$ cat src/rtl/lags_ram.sv
`timescale 1ns / 1ps
// ----------------------------------------------------------------------------
// lags_ram
// Generic single write port, single read port RAM with registered read data.
// ----------------------------------------------------------------------------
module lags_ram #(
	parameter int WIDTH = 8,
	parameter int DEPTH = 256,
	parameter int AW = (DEPTH > 1) ? $clog2(DEPTH) : 1
) (
	input  logic             clk,
	input  logic             we,
	input  logic [AW-1:0]    waddr,
	input  logic [WIDTH-1:0] wdata,
	input  logic [AW-1:0]    raddr,
	output logic [WIDTH-1:0] rdata
);

	logic [WIDTH-1:0] mem_q [DEPTH];
	logic [WIDTH-1:0] rdata_q;

	// write port and registered read
	always_ff @(posedge clk) begin
		if (we) begin
			mem_q[waddr] <= wdata;
		end
		rdata_q <= mem_q[raddr];
	end

	assign rdata = rdata_q;

endmodule

$ cat config.mk
export PLATFORM = sky130hd
export DESIGN_NAME = lags_ram
export DESIGN_NICKNAME = d
export VERILOG_FILES = /design/src/rtl/lags_ram.sv
export SDC_FILE = /design/constraint.sdc
export NUM_CORES = 2
export LEC_CHECK = 0
export ABC_AREA = 1
export BUFFER_PORTS_ARGS = -buffer_cell sky130_fd_sc_hd__buf_4
export CORE_MARGIN = 5
export CORE_UTILIZATION = 45
export CTS_CLUSTER_DIAMETER = 120
export DETAILED_ROUTE_END_ITERATION = 16
export PLACE_DENSITY = 0.63
export SLEW_MARGIN = 10
export SYNTH_ARGS = -nofsm -noshare
export SYNTH_HDL_FRONTEND = slang
export SYNTH_SLANG_ARGS = --single-unit
$ cat constraint.sdc
create_clock -name clk -period 3 [get_ports clk]
set_clock_uncertainty 0.2 [all_clocks]
set_input_delay 0.3 -clock clk [delete_from_list [all_inputs] [get_ports clk]]
set_output_delay 0.3 -clock clk [all_outputs]
set_load 0.05 [all_outputs]
; Word-level counts from Yosys, hierarchy flattened
; Memory sizes are Yosys's and may differ from the RTL's. A register that Yosys moved wholly into a read port is not among the register bits.
; Index checks and enable logic that the tools add are counted.
[word_totals]
ff_bits = 0
wordCells = 3
out_inout_bits = 8
memories = 1
input_bits = 26
ram_bits = 2048
[op_classes]
mux = 2
[memory_table]
columns = memory, depth, word_bits, read_ports, rd_clocked_by_memory_dff, wr, line
row1 = mem_q, 256, 8, 1, 1, 1, 19  ; logic [WIDTH-1:0] mem_q [DEPTH];
[op_table]
columns = cell, n
row1 = $mux W1, 2

; Depth between registers and ports, before layout
[logic_depth]
word_depth = 2
depth_mapped = 15
ltp_nobuf = 11

; Worst setup path before layout
; Ideal clock, no wire load.
[synth_path]
path_type = in2reg
from = input we
to = memory mem_q[162][0], enable pin
n_path_buf = 2
required_ns = 2.430
t_arrival_ns = 1.421
setup_ns = 0.370
path_slack_ns = 1.009
stages = 4
cell_sequence = clkbuf_1 nand3_1 clkbuf_1 nor2_1
[synth_between]
elab_chain_cells = 2
[synth_rtl]
columns = item, line
row1 = from (decl), 12  ; input logic we,
row2 = $mux W1, 24  ; if (we) begin
row3 = $mux W1 (not written as such), 25  ; mem_q[waddr] <= wdata;
row4 = to (decl), 19
; Every way passes these cells.

==> impl_metrics.json <==
{
  "synth_common_cells": "2123 x nand2_1, 2048 x edfxtp_1, 2019 x nand3_1",
  "grt_pass1_vias": 53580,
  "cts_buffer_depth": 3,
  "yosysTopAreaCell": "edfxtp_1",
  "tightest_slew_ns": 1.013,
  "ir_drop_mv": 0.6254,
  "cp-start-kind": "input pin",
  "core_sq_mm": 0.1848,
  "yosys_register_bits": 2056,
  "max_stage_delay_ns": 0.58,
  "netlist_instances": 7003,
  "antenna_found_initial": 3,
  "yosysUniqueCellTypes": 14,
  "crit_slowest_cell": "dlygate4sd3_1",
  "min_from": "waddr[1]",
  "slew_viol_final": 0,
  "placementRows": 158,
  "relSlewSlack_pct": 32.44,
  "die_width_um": 440.5,
  "grt_pass1_wl_um": 351000,
  "synth-edff-count": 2048,
  "firstDrtPassIters": 6,
  "rsz0062_at_grt": "no",
  "nFillCells": 15620,
  "nets": 7313,
  "cts_sinks": 2056,
  "cts_max_level": 4,
  "synth_area_sq_mm": 0.08340,
  "instances_no_fill": 9932,
  "syn2layout_area_growth_pct": 15.06,
  "cellLeakagePower_nw": 33.97,
  "dieArea_sq_mm": 0.1940,
  "ff2ff_setup_slack_ns": 0.60,
  "dr.first_iter.drc_count": 6927,
  "max_freq_mhz": 404.3,
  "port_buffers": 33,
  "grt_use_met1_pct": 33.63,
  "wl_per_cell_um": 23.80,
  "finalPower_mw": 60.15,
  "synth_ff_type": "edfxtp_1",
  "placed_cells": 9549,
  "start_util_pct": 45.12,
  "critPathTopFamily": "buffers and inverters",
  "yosysMostFrequentCell": "nand2_1",
  "top_usage_layer": "met2",
  "num_vias": 56140,
  "hold-path-cell-count": 6,
  "r2r-end": "rdata[0]",
  "ys_seq_area_share_pct": 73.94,
  "clk_pin_slew_ns": 0.06,
  "root_buffer": "clkbuf_16",
  "layout_min_cycle_time_ns": 2.474,
  "async_flop_share_pct": 0,
  "crit_path_end_kind": "register",
  "hp-class": "input pin to register",
  "power.density_mw_per_mm2": 626.9,
  "overflow": 0,
  "cp_num_buf_inv": 4,
  "synth_fp_nets": 7029,
  "diodes": 0,
  "drive_above_1_share_pct": 11.35,
  "ctsResizeCount": 0,
  "worstSetupPathDepth": 10,
  "clk_latency_ns": 0.85,
  "cp.required_ns": 3.59,
  "antenna_left": 0,
  "synth_top_area_share_pct": 73.74,
  "hpwl_um": 142500,
  "grt_max_degree": 102,
  "grt.total_usage_pct": 24.13,
  "drt-total-wl_um": 236400,
  "cts_buffers": 201,
  "grt_util_met2_pct": 38.46,
  "io_pins": 34,
  "r2r-start": "mem_q[187][0]",
  "yosys-top-cells-area": "edfxtp_1 74%, nand3_1 12%, nand2_1 9.6%",
  "cp_cell_sequence": "dlygate4sd3_1 -> buf_4 -> buf_4 -> nand3_1 -> nand3_1 -> nand3_1 -> dlygate4sd3_1 -> nand2_1 -> nand2_1 -> nand2_1",
  "status": "finished clean",
  "tns_ns": 0,
  "reg2reg_depth": 11,
  "routed_via_density": 5.653,
  "yosysWarnings": 0,
  "die_y_um": 440.5,
  "place_congestion": 0.8788,
  "use_met3_pct": 3.977,
  "cts_tree": "yes",
  "hold_viol": 0,
  "post-route-period-util_pct": 82.46,
  "maxCapViolations": 0,
  "hold_ws_ns": 0.1066,
  "setup_viol": 0,
  "syn_avg_cell_area_sq_um": 11.91,
  "drc": 0,
  "worst-path-max-fanout": 35,
  "cp.arrival_ns": 3.06,
  "holdPathEnd": "mem_q[206][0]",
  "path_class": "input pin to register"
}
-- state kept, by name, indices dropped and copies added, names as in the netlist --
register and cells:
mem_q 2048, rdata 8
-- placed cells by master, fill, tap and decap left out --
master         instances
nor2_1               283
buf_4                445
inv_6                  5
clkinv_16              2
inv_1                 34
clkbuf_1              42
clkinv_8               4
dfxtp_1                8
inv_8                  2
clkbuf_16            205
inv_2                  1
dlygate4sd3_1         15
buf_12                93
inv_16                 2
nand3_1             2019
bufinv_16             14
nand2_1             2116
edfxtp_1            2048
nand2_2                7
clkinv_4               1
inv_4                  1
clkinv_2              46
buf_8                 11
clkinv_1              41
clkinvlp_4             7
-- cell families after synthesis --
| family | share of synthesized area [%] |
|---|---|
| buffers and inverters | 3.119 |
| flip-flops | 73.94 |
| AND/OR/NAND/NOR | 22.95 |
-- per-stage QoR --
step	worst slack (ns)	utilization, %	cell area [sq um]
6_report	0.5263	51.91	95960
5_1_grt	0.4112	51.91	95960
4_1_cts	0.5507	51.91	95960
3_5_place_dp	-0.1164	48.40	89460
3_3_place_gp	-0.1073	48.40	89460
2_1_floorplan	1.009	-	83400
-- worst max-delay path by stage --
stage | slack (ns) | end | start
after floorplan | 1.01 | mem_q[162][0] | we
after global placement | -0.11 | rdata[0] | raddr[0]
after detailed placement | -0.12 | rdata[0] | raddr[0]
after CTS | 0.55 | rdata[0] | mem_q[183][0]
after global routing | 0.41 | rdata[0] | mem_q[185][0]
final | 0.53 | rdata[3] | raddr[4]
-- timing repair --
action	in CTS	in global routing
hold endpoints to repair	1346	0
setup endpoints to repair	0	0
hold buffers	15	0
setup buffers	0	0
-- final cells by class --
type,count,area [sq um],share of cell area [%]
flip-flops and latches,2056,61660,64.26
multi-input cells,4425,19150,19.96
repair buffers,564,5518,5.750
clock buffers,247,5288,5.510
well taps,2480,3103,3.234
clock inverters,121,1055,1.099
inverters,39,180.2,0.1878
-- layer usage --
layer  up-vias  share of wire (%)
met2      2562                 47
met3       422                8.6
li1      25430                  -
met1     27730                 40
met5         -              0.017
met4         4                3.8
-- tightest hold or removal path, stage by stage --
cell     delay, ns
buf_4         0.14
nand2_1       0.13
nor2_1        0.08
inv_1         0.10
nor2_1        0.05
buf_4         0.17
-- where the power goes --
| part | switching (mW) | leakage [nW] | internal (mW) |
|---|---|---|---|
| logic | 2.89 | 12.4 | 1.09 |
| registers | 0.0364 | 18.5 | 31.7 |
| clock network | 10.8 | 3.11 | 13.7 |
| total | 13.7 | 34.0 | 46.5 |
Power figures use the tool's default switching activity.
