$ cat config.mk
export PLATFORM = sky130hd
export DESIGN_NAME = lags_cell
export DESIGN_NICKNAME = d
export VERILOG_FILES = /design/src/rtl/lags_pkg.sv /design/src/rtl/lags_cell.sv
export SDC_FILE = /design/constraint.sdc
export NUM_CORES = 1
export LEC_CHECK = 0
export ABC_CLOCK_PERIOD_IN_PS = 13050
export BUFFER_PORTS_ARGS = -buffer_cell sky130_fd_sc_hd__buf_2
export CORE_MARGIN = 3
export CORE_UTILIZATION = 60
export DETAILED_ROUTE_END_ITERATION = 7
export HOLD_SLACK_MARGIN = 0.1
export PLACE_DENSITY_LB_ADDON = 0.08
export SYNTH_ARGS = -nofsm -noshare
export SYNTH_HDL_FRONTEND = slang
export SYNTH_SLANG_ARGS = --single-unit
$ cat constraint.sdc
create_clock -name clk -period 13.05 [get_ports clk]
set_input_delay 1.9575 -clock clk [delete_from_list [all_inputs] [get_ports clk]]
set_output_delay 1.9575 -clock clk [all_outputs]
set_load 0.005 [all_outputs]
$ cat src/rtl/lags_pkg.sv
`timescale 1ns / 1ps
// ----------------------------------------------------------------------------
// lags_pkg
// Shared types, constants and helpers of the affine-gap local alignment unit.
// ----------------------------------------------------------------------------
package lags_pkg;

	localparam int MAX_QUERY_LEN_DEF = 256;
	localparam int ALPHABET_SIZE_DEF = 24;

	localparam int CODE_W = 5;
	localparam int SCORE_W = 8;
	localparam int H_W = 7;
	localparam int GAP_W = 7;
	localparam int QLEN_W = 9;
	localparam int CFG_IDX_W = 2;

	localparam logic signed [SCORE_W-1:0] SCORE_MAX = 8'sd127;
	localparam logic signed [SCORE_W-1:0] SCORE_MIN = -8'sd128;

	typedef enum logic [1:0] {
		CMD_TABLE = 2'd0,
		CMD_QUERY = 2'd1,
		CMD_DB    = 2'd2
	} lags_cmd_t;

	typedef enum logic [CFG_IDX_W-1:0] {
		REG_GAP_OPEN   = 2'd0,
		REG_GAP_EXTEND = 2'd1,
		REG_QUERY_LEN  = 2'd2
	} lags_reg_t;

	typedef enum logic [1:0] {
		ST_IDLE,
		ST_RUN,
		ST_EMIT
	} lags_state_t;

	// data handed from one cell to the next
	typedef struct packed {
		logic                      tok;
		logic signed [SCORE_W-1:0] f;
		logic [H_W-1:0]            hup;
		logic [H_W-1:0]            diag;
		logic [H_W-1:0]            best;
		logic                      sat;
	} lags_link_t;

	// clamp a 10-bit signed value to the 8-bit signed range
	function automatic logic signed [SCORE_W-1:0] sat8(input logic signed [9:0] v);
		logic signed [SCORE_W-1:0] r;
		if (v > 10'sd127) begin
			r = SCORE_MAX;
		end else if (v < -10'sd128) begin
			r = SCORE_MIN;
		end else begin
			r = v[SCORE_W-1:0];
		end
		return r;
	endfunction

endpackage

$ cat src/rtl/lags_cell.sv
`timescale 1ns / 1ps
// ----------------------------------------------------------------------------
// lags_cell
// One query position: holds its H and E, computes when the token arrives and
// hands F, H and the running best to the next cell.
// ----------------------------------------------------------------------------
module lags_cell import lags_pkg::*; #(
	parameter int INDEX = 0,
	parameter int LW = 9
) (
	input  logic                      clk,
	input  logic                      arst_n,
	input  lags_link_t                link_i,
	output lags_link_t                link_o,
	input  logic signed [SCORE_W-1:0] score,
	input  logic [GAP_W-1:0]          gap_open,
	input  logic [GAP_W-1:0]          gap_extend,
	input  logic [LW-1:0]             eff_len,
	input  logic                      clr,
	output logic                      done
);

	logic [H_W-1:0]            h_q;
	logic signed [SCORE_W-1:0] e_q;
	lags_link_t                link_q;
	logic                      done_q;

	logic signed [SCORE_W-1:0] e_ext, e_opn, e_new;
	logic signed [SCORE_W-1:0] f_ext, f_opn, f_new;
	logic signed [SCORE_W-1:0] h_dg, h_m;
	logic [H_W-1:0]            h_new;
	logic                      is_last;

	assign is_last = (32'(eff_len) == INDEX + 1);

	// affine gap recurrence for this position
	always_comb begin
		e_ext = sat8({{2{e_q[7]}}, e_q} - {3'b000, gap_extend});
		e_opn = sat8({3'b000, h_q} - {3'b000, gap_open});
		e_new = (e_ext > e_opn) ? e_ext : e_opn;
		f_ext = sat8({{2{link_i.f[7]}}, link_i.f} - {3'b000, gap_extend});
		f_opn = sat8({3'b000, link_i.hup} - {3'b000, gap_open});
		f_new = (f_ext > f_opn) ? f_ext : f_opn;
		h_dg = sat8({3'b000, link_i.diag} + {{2{score[7]}}, score});
		h_m = h_dg;
		if (e_new > h_m) begin
			h_m = e_new;
		end
		if (f_new > h_m) begin
			h_m = f_new;
		end
		if (h_m < 8'sd0) begin
			h_m = 8'sd0;
		end
		h_new = h_m[H_W-1:0];
	end

	// column state, cleared after the last residue of a sequence
	always_ff @(posedge clk or negedge arst_n) begin
		if (!arst_n) begin
			h_q <= '0;
			e_q <= SCORE_MIN;
		end else if (clr) begin
			h_q <= '0;
			e_q <= SCORE_MIN;
		end else if (link_i.tok) begin
			h_q <= h_new;
			e_q <= e_new;
		end
	end

	// hand-off to the next cell
	always_ff @(posedge clk or negedge arst_n) begin
		if (!arst_n) begin
			link_q <= '0;
			done_q <= 1'b0;
		end else begin
			link_q.tok <= link_i.tok && !is_last;
			done_q <= link_i.tok && is_last;
			if (link_i.tok) begin
				link_q.f <= f_new;
				link_q.hup <= h_new;
				link_q.diag <= h_q;
				link_q.best <= (h_new > link_i.best) ? h_new : link_i.best;
				link_q.sat <= link_i.sat || (h_new == H_W'(SCORE_MAX));
			end
		end
	end

	assign link_o = link_q;
	assign done = done_q;

endmodule

# Yosys cells after proc, flatten, opt, wreduce, memory -nomap -nowiden
# Index checks and enable logic that the tools add are counted.
[totals] reg_bits=47 in_bits=65 output_inout_bits=32 wordCells=57
[classes] n_addsub=5 order_cmp=16 n_eq_ne=2 muxes=20 n_reduce_logical=5
[op_table] cell="two-way mux 8 bit" n=16
[op_table] cell="greater-than comparator 8 bit" n=4
[op_table] cell="two-way mux 7 bit" n=4
[op_table] cell="greater-than comparator 9 x 8 -> 1 bit, second input constant" n=3
[op_table] cell="< comparator 9 x 8 -> 1 bit, second input constant" n=3
[op_table] cell="subtractor 8 x 8 -> 9 bit" n=2
[op_table] cell="greater-than comparator 8 bit, second input constant" n=2
[op_table] cell="< comparator 8 bit, second input constant" n=2
[op_table] cell="subtractor 7 x 7 -> 8 bit" n=2
[op_table] cell="adder 8 x 8 -> 9 bit" n=1
[op_table] cell="== test 9 x 1 -> 1 bit, second input constant" n=1
[op_table] cell="< comparator 8 x 1 -> 1 bit, second input constant" n=1
[op_table] cell="== test 7 bit, second input constant" n=1
[op_table] cell="greater-than comparator 7 bit" n=1
[op_table] cell="logical AND 1 bit" n=2
[op_table] cell="nonzero test 2 bit" n=1
[op_table] cell="logical NOT 1 bit" n=1
[op_table] cell="logical OR 1 bit" n=1

# Logic depth before layout (Yosys ltp)
[logic_depth] word_depth=14 depth_mapped=47

# Worst setup path after synthesis
# OpenSTA, ideal clock, no wires.
[synth_timing] path_kind="input -> register" from="input gap_extend[0]" to="register link_q (netlist bit link_o[1])" setup_time_ns=0.141 arrival_ns=9.981 slack_ns=2.928 cell_stages=42 cell_sequence="ha_1 inv_1 fa_1 a21o_1 a221oi_4 o2bb2ai_2 nor3_1 nand2b_1 inv_1 ha_1 a21o_1 a211oi_2 a21oi_1 a21o_1 clkbuf_1 o221a_2 or2_2 ha_1 (+6 left out) nor2b_1 o211ai_1 and3_1 o32ai_1 a21o_1 a2bb2oi_2 o21ai_1 a21oi_1 ha_1 nor2b_1 o21ai_0 nand2b_1 nand2_1 nor2_1 o211a_1 or3_4 o21ai_1 a31oi_1"
[synth_between] elab_chain_cells=14 word_cells_on_any_way=22
[synth_rtl] element="from (decl)" line_no="lags_cell.sv:17" text="input logic [GAP_W-1:0] gap_extend,"
[synth_rtl] element="subtractor 8 x 8 -> 9 bit" line_no="lags_cell.sv:38" text="e_ext = sat8({{2{e_q[7]}}, e_q} - {3'b000, gap_extend});"
[synth_rtl] element="< comparator 9 x 8 -> 1 bit" line_no="lags_pkg.sv:54" text="end else if (v < -10'sd128) begin"
[synth_rtl] element="two-way mux 8 bit" line_no="lags_pkg.sv:54"
[synth_rtl] element="two-way mux 8 bit" line_no="lags_pkg.sv:52" text="if (v > 10'sd127) begin"
[synth_rtl] element="greater-than comparator 8 bit" line_no="lags_cell.sv:40" text="e_new = (e_ext > e_opn) ? e_ext : e_opn;"
[synth_rtl] element="two-way mux 8 bit" line_no="lags_cell.sv:40"
[synth_rtl] element="greater-than comparator 8 bit" line_no="lags_cell.sv:46" text="if (e_new > h_m) begin"
[synth_rtl] element="two-way mux 8 bit" line_no="lags_cell.sv:46"
[synth_rtl] element="greater-than comparator 8 bit" line_no="lags_cell.sv:49" text="if (f_new > h_m) begin"
[synth_rtl] element="two-way mux 8 bit *" line_no="lags_cell.sv:49"
[synth_rtl] element="< comparator 8 x 1 -> 1 bit" line_no="lags_cell.sv:52" text="if (h_m < 8'sd0) begin"
[synth_rtl] element="two-way mux 7 bit *" line_no="lags_cell.sv:52"
[synth_rtl] element="via h_m[1]" line_no="lags_cell.sv:30" text="logic signed [SCORE_W-1:0] h_dg, h_m;"
[synth_rtl] element="greater-than comparator 7 bit *" line_no="lags_cell.sv:84" text="link_q.best <= (h_new > link_i.best) ? h_new : link_i.best;"
[synth_rtl] element="two-way mux 7 bit *" line_no="lags_cell.sv:84"
[synth_rtl] element="to (decl)" line_no="lags_cell.sv:25" text="lags_link_t link_q;"
# Mark *: on every way through the listed nets, which the timed path passes. The rest lies on a longest branch.
# A chain may end at the register's enable or synchronous reset.

# Worst setup path in the final report
[layout_timing] from="input gap_extend[0]" to="register link_q (netlist bit link_o[3])"
# Same word-level chain as after synthesis.

==> out/results.ini <==
[final_layout]
multi_input_area_um2 = 3664
fin_nets = 852
num_antenna_cells = 0
drive_gt1_share_pct = 20.14
regArea_um2 = 1177
areaGrowthSynthToFinish_pct = 13.50
n_fill_cell = 706

[sta]
tightest_slew_ns = 0.8176
period_share_pct = 82.41
max_freq_mhz = 92.99
slew_headroom_pct = 43.93
slew_viol_final = 0
finalSetupViolCount = 0
period_needed_ns = 10.75
finClkSkew_ns = 0.01486
hold_violations = 0
rsz0062_at_grt = no
finalSetupTns_ns = 0

[floorplan]
coreArea_um2 = 8258
start_util_pct = 61.85
dieHeight_um = 98.26
die_area_um2 = 9655
chipWidth_um = 98.26
io_pins = 97
rows = 33

[placement]
gp_congestion = 1.001
io_buffers = 96
dpl.hpwl_mm = 10.69

[setup_path]
cp_slowest_cell = o32ai_1
cp-start-kind = primary input
cp-end-kind = flop
crit_fanout = 8
worst_ep_required_time_ns = 13.22
critical_path_class = in2reg
crit_top_cell = ha_1
cp.arrival_ns = 10.92
critPathMaxStageDelay_ns = 0.71

[global_route]
grt_pass1_vias = 4645
met1_usage_pct = 35.45
grt_overflow = 0
track_usage_pct = 26.61
grt_busiest_layer = met2
grt_max_degree = 58
antenna_found_initial = 0
grt_pass1_wl_mm = 21.36
grt_use_met2_pct = 45.81
met3_usage_pct = 2.714

[synth]
synth_nets = 760
synthFlopType = dfrtp_1
synth.area.top_cells = dfrtp_1, ha_1, nor2_1, a21oi_1, inv_1
ys_seq_area_share_pct = 23.05
synth_area_um2 = 5107
yosysWarnings = 0
synth-seq-cells = 47
yosysTopAreaCell = dfrtp_1
synth.distinct_cells = 65
synth_top_area_share_pct = 22.54
synth_edf_count = 0
syn_inst = 617
async_flop_share_pct = 100.0
synth.avg_cell_area_um2 = 8.278

[clock_tree]
clk_pin_slew_ns = 0.10
clk_path_buf_depth = 2
cts.sinks = 47
cts_resized = 0
numCtsBuffers = 5
cts_setup_buffers = 0
clk_latency_ns = 0.31
cts_hold_buf = 0
cts_max_level = 2
cts_tree = built
root_buffer = clkbuf_8

[worst_hold_path]
min_path_type = reg2reg

[flow_run]
max_cap_violations = 0

[route]
wirelength_mm = 13.11
avgRoutedWirePerCell_um = 16.08
dr.pass1.iters = 7
drtIter0Drc = 410
drc = 0
viasPerCell = 5.999
vias = 4889
drtAntennaViolNets = 0

[outcome]
status = finished clean

## placed cells by master, fill, tap and decap left out, types with 4 or more instances in the layout
master	instances
mux2i_1	17
nand2_1	39
o21ai_1	10
inv_1	57
nor2_1	66
mux2_2	13
o21ai_0	38
clkbuf_8	5
nor2b_1	11
fa_1	5
o31ai_1	5
o21a_1	18
nand3_1	16
or2_2	5
and2_1	6
nand2b_1	4
a31oi_1	6
nor3_1	14
a21o_1	18
buf_2	96
a21oi_1	46
or3_1	4
o211ai_1	8
nand4_1	4
xnor2_1	14
dfrtp_1	46
ha_1	73
a211oi_1	9
## registers in the layout (all words and copies together) (netlist names)
register  flops
link_o       31
e_q           8
done          1
h_q           7
## per-stage QoR
stage	cells	instance area [um^2]	setup slack, ns	hold WS [ns]	utilization (%)
final	815	5797	2.296	0.5033	70.20
after global routing	815	5797	1.449	0.5170	70.20
after CTS	815	5797	2.367	0.5059	70.20
after detailed placement	807	5682	2.041	0.4826	68.80
after global placement	807	5682	2.358	0.4842	68.80
after floorplan	617	5107	2.928	0.4752	-
## worst paths after layout
check | endpoint | depth (start not counted) | from | slack [ns]
max | link_o[3] | 42 | gap_extend[0] | 2.30
min in group asynchronous | link_o[30] | 2 | arst_n | 1.73
min | link_o[6] | 2 | link_o[6] | 0.50
max reg2reg | link_o[3] | 42 | e_q[0] | 3.63
max in group asynchronous | e_q[4] | 2 | arst_n | 10.90
min reg2reg | link_o[6] | 2 | link_o[6] | 0.50
## layout make-up
type	instances	share of cell area, %
Inverter	57	3.691
Multi-Input combinational cell	500	63.20
Clock inverter	3	0.7986
Timing Repair Buffer	98	8.547
Sequential cell	47	20.31
Tap cell	105	2.266
Clock buffer	5	1.187
## worst max-delay path: cells and delay by family
family / cells / cell delay [ns]
multiplexers: 1 / 0.41
buffers and inverters: 3 / 0.20
adder cells (fa/ha/maj): 6 / 1.65
AND/OR/NAND/NOR: 11 / 1.87
AO/OA/AOI/OAI: 21 / 4.79
## synth_stat cells (3+ instances only)
library cell and n:
nand4_1 4, buf_2 3, fa_1 5, nor3_1 14
o31ai_1 5, and2_1 6, a21o_1 18, a21oi_1 46
o21ai_0 38, dfrtp_1 46, xor2_1 3, o21a_1 18
nor2b_1 11, o31a_1 3, or3_1 4, a211oi_1 9
nand3_1 16, o21ai_1 10, o211ai_1 8, nand2b_1 4
inv_1 57, o211a_1 3, nand2_1 39, or2_2 5
nor2_1 66, o32ai_1 3, xnor2_1 14, a31oi_1 6
mux2i_1 17, clkbuf_1 8, mux2_2 13, ha_1 73
## cells by family after synthesis
kind of cell	count (synthesis)	synth area share, %
xor+xnor	17	2.915
fa+ha+maj	78	19.84
compound gates	195	26.07
mux	31	6.492
buf+inv	70	5.218
flops	47	23.05
simple gates	179	16.41
## per-layer routing
layer	share of wire [%]	vias up
met5	0	-
met4	2.1	0
met3	5.1	25
met2	48	143
met1	45	2299
li1	-	2422
Power is not shown: default switching activity piles up to over one toggle a cycle in this logic, so the estimate is an artifact.
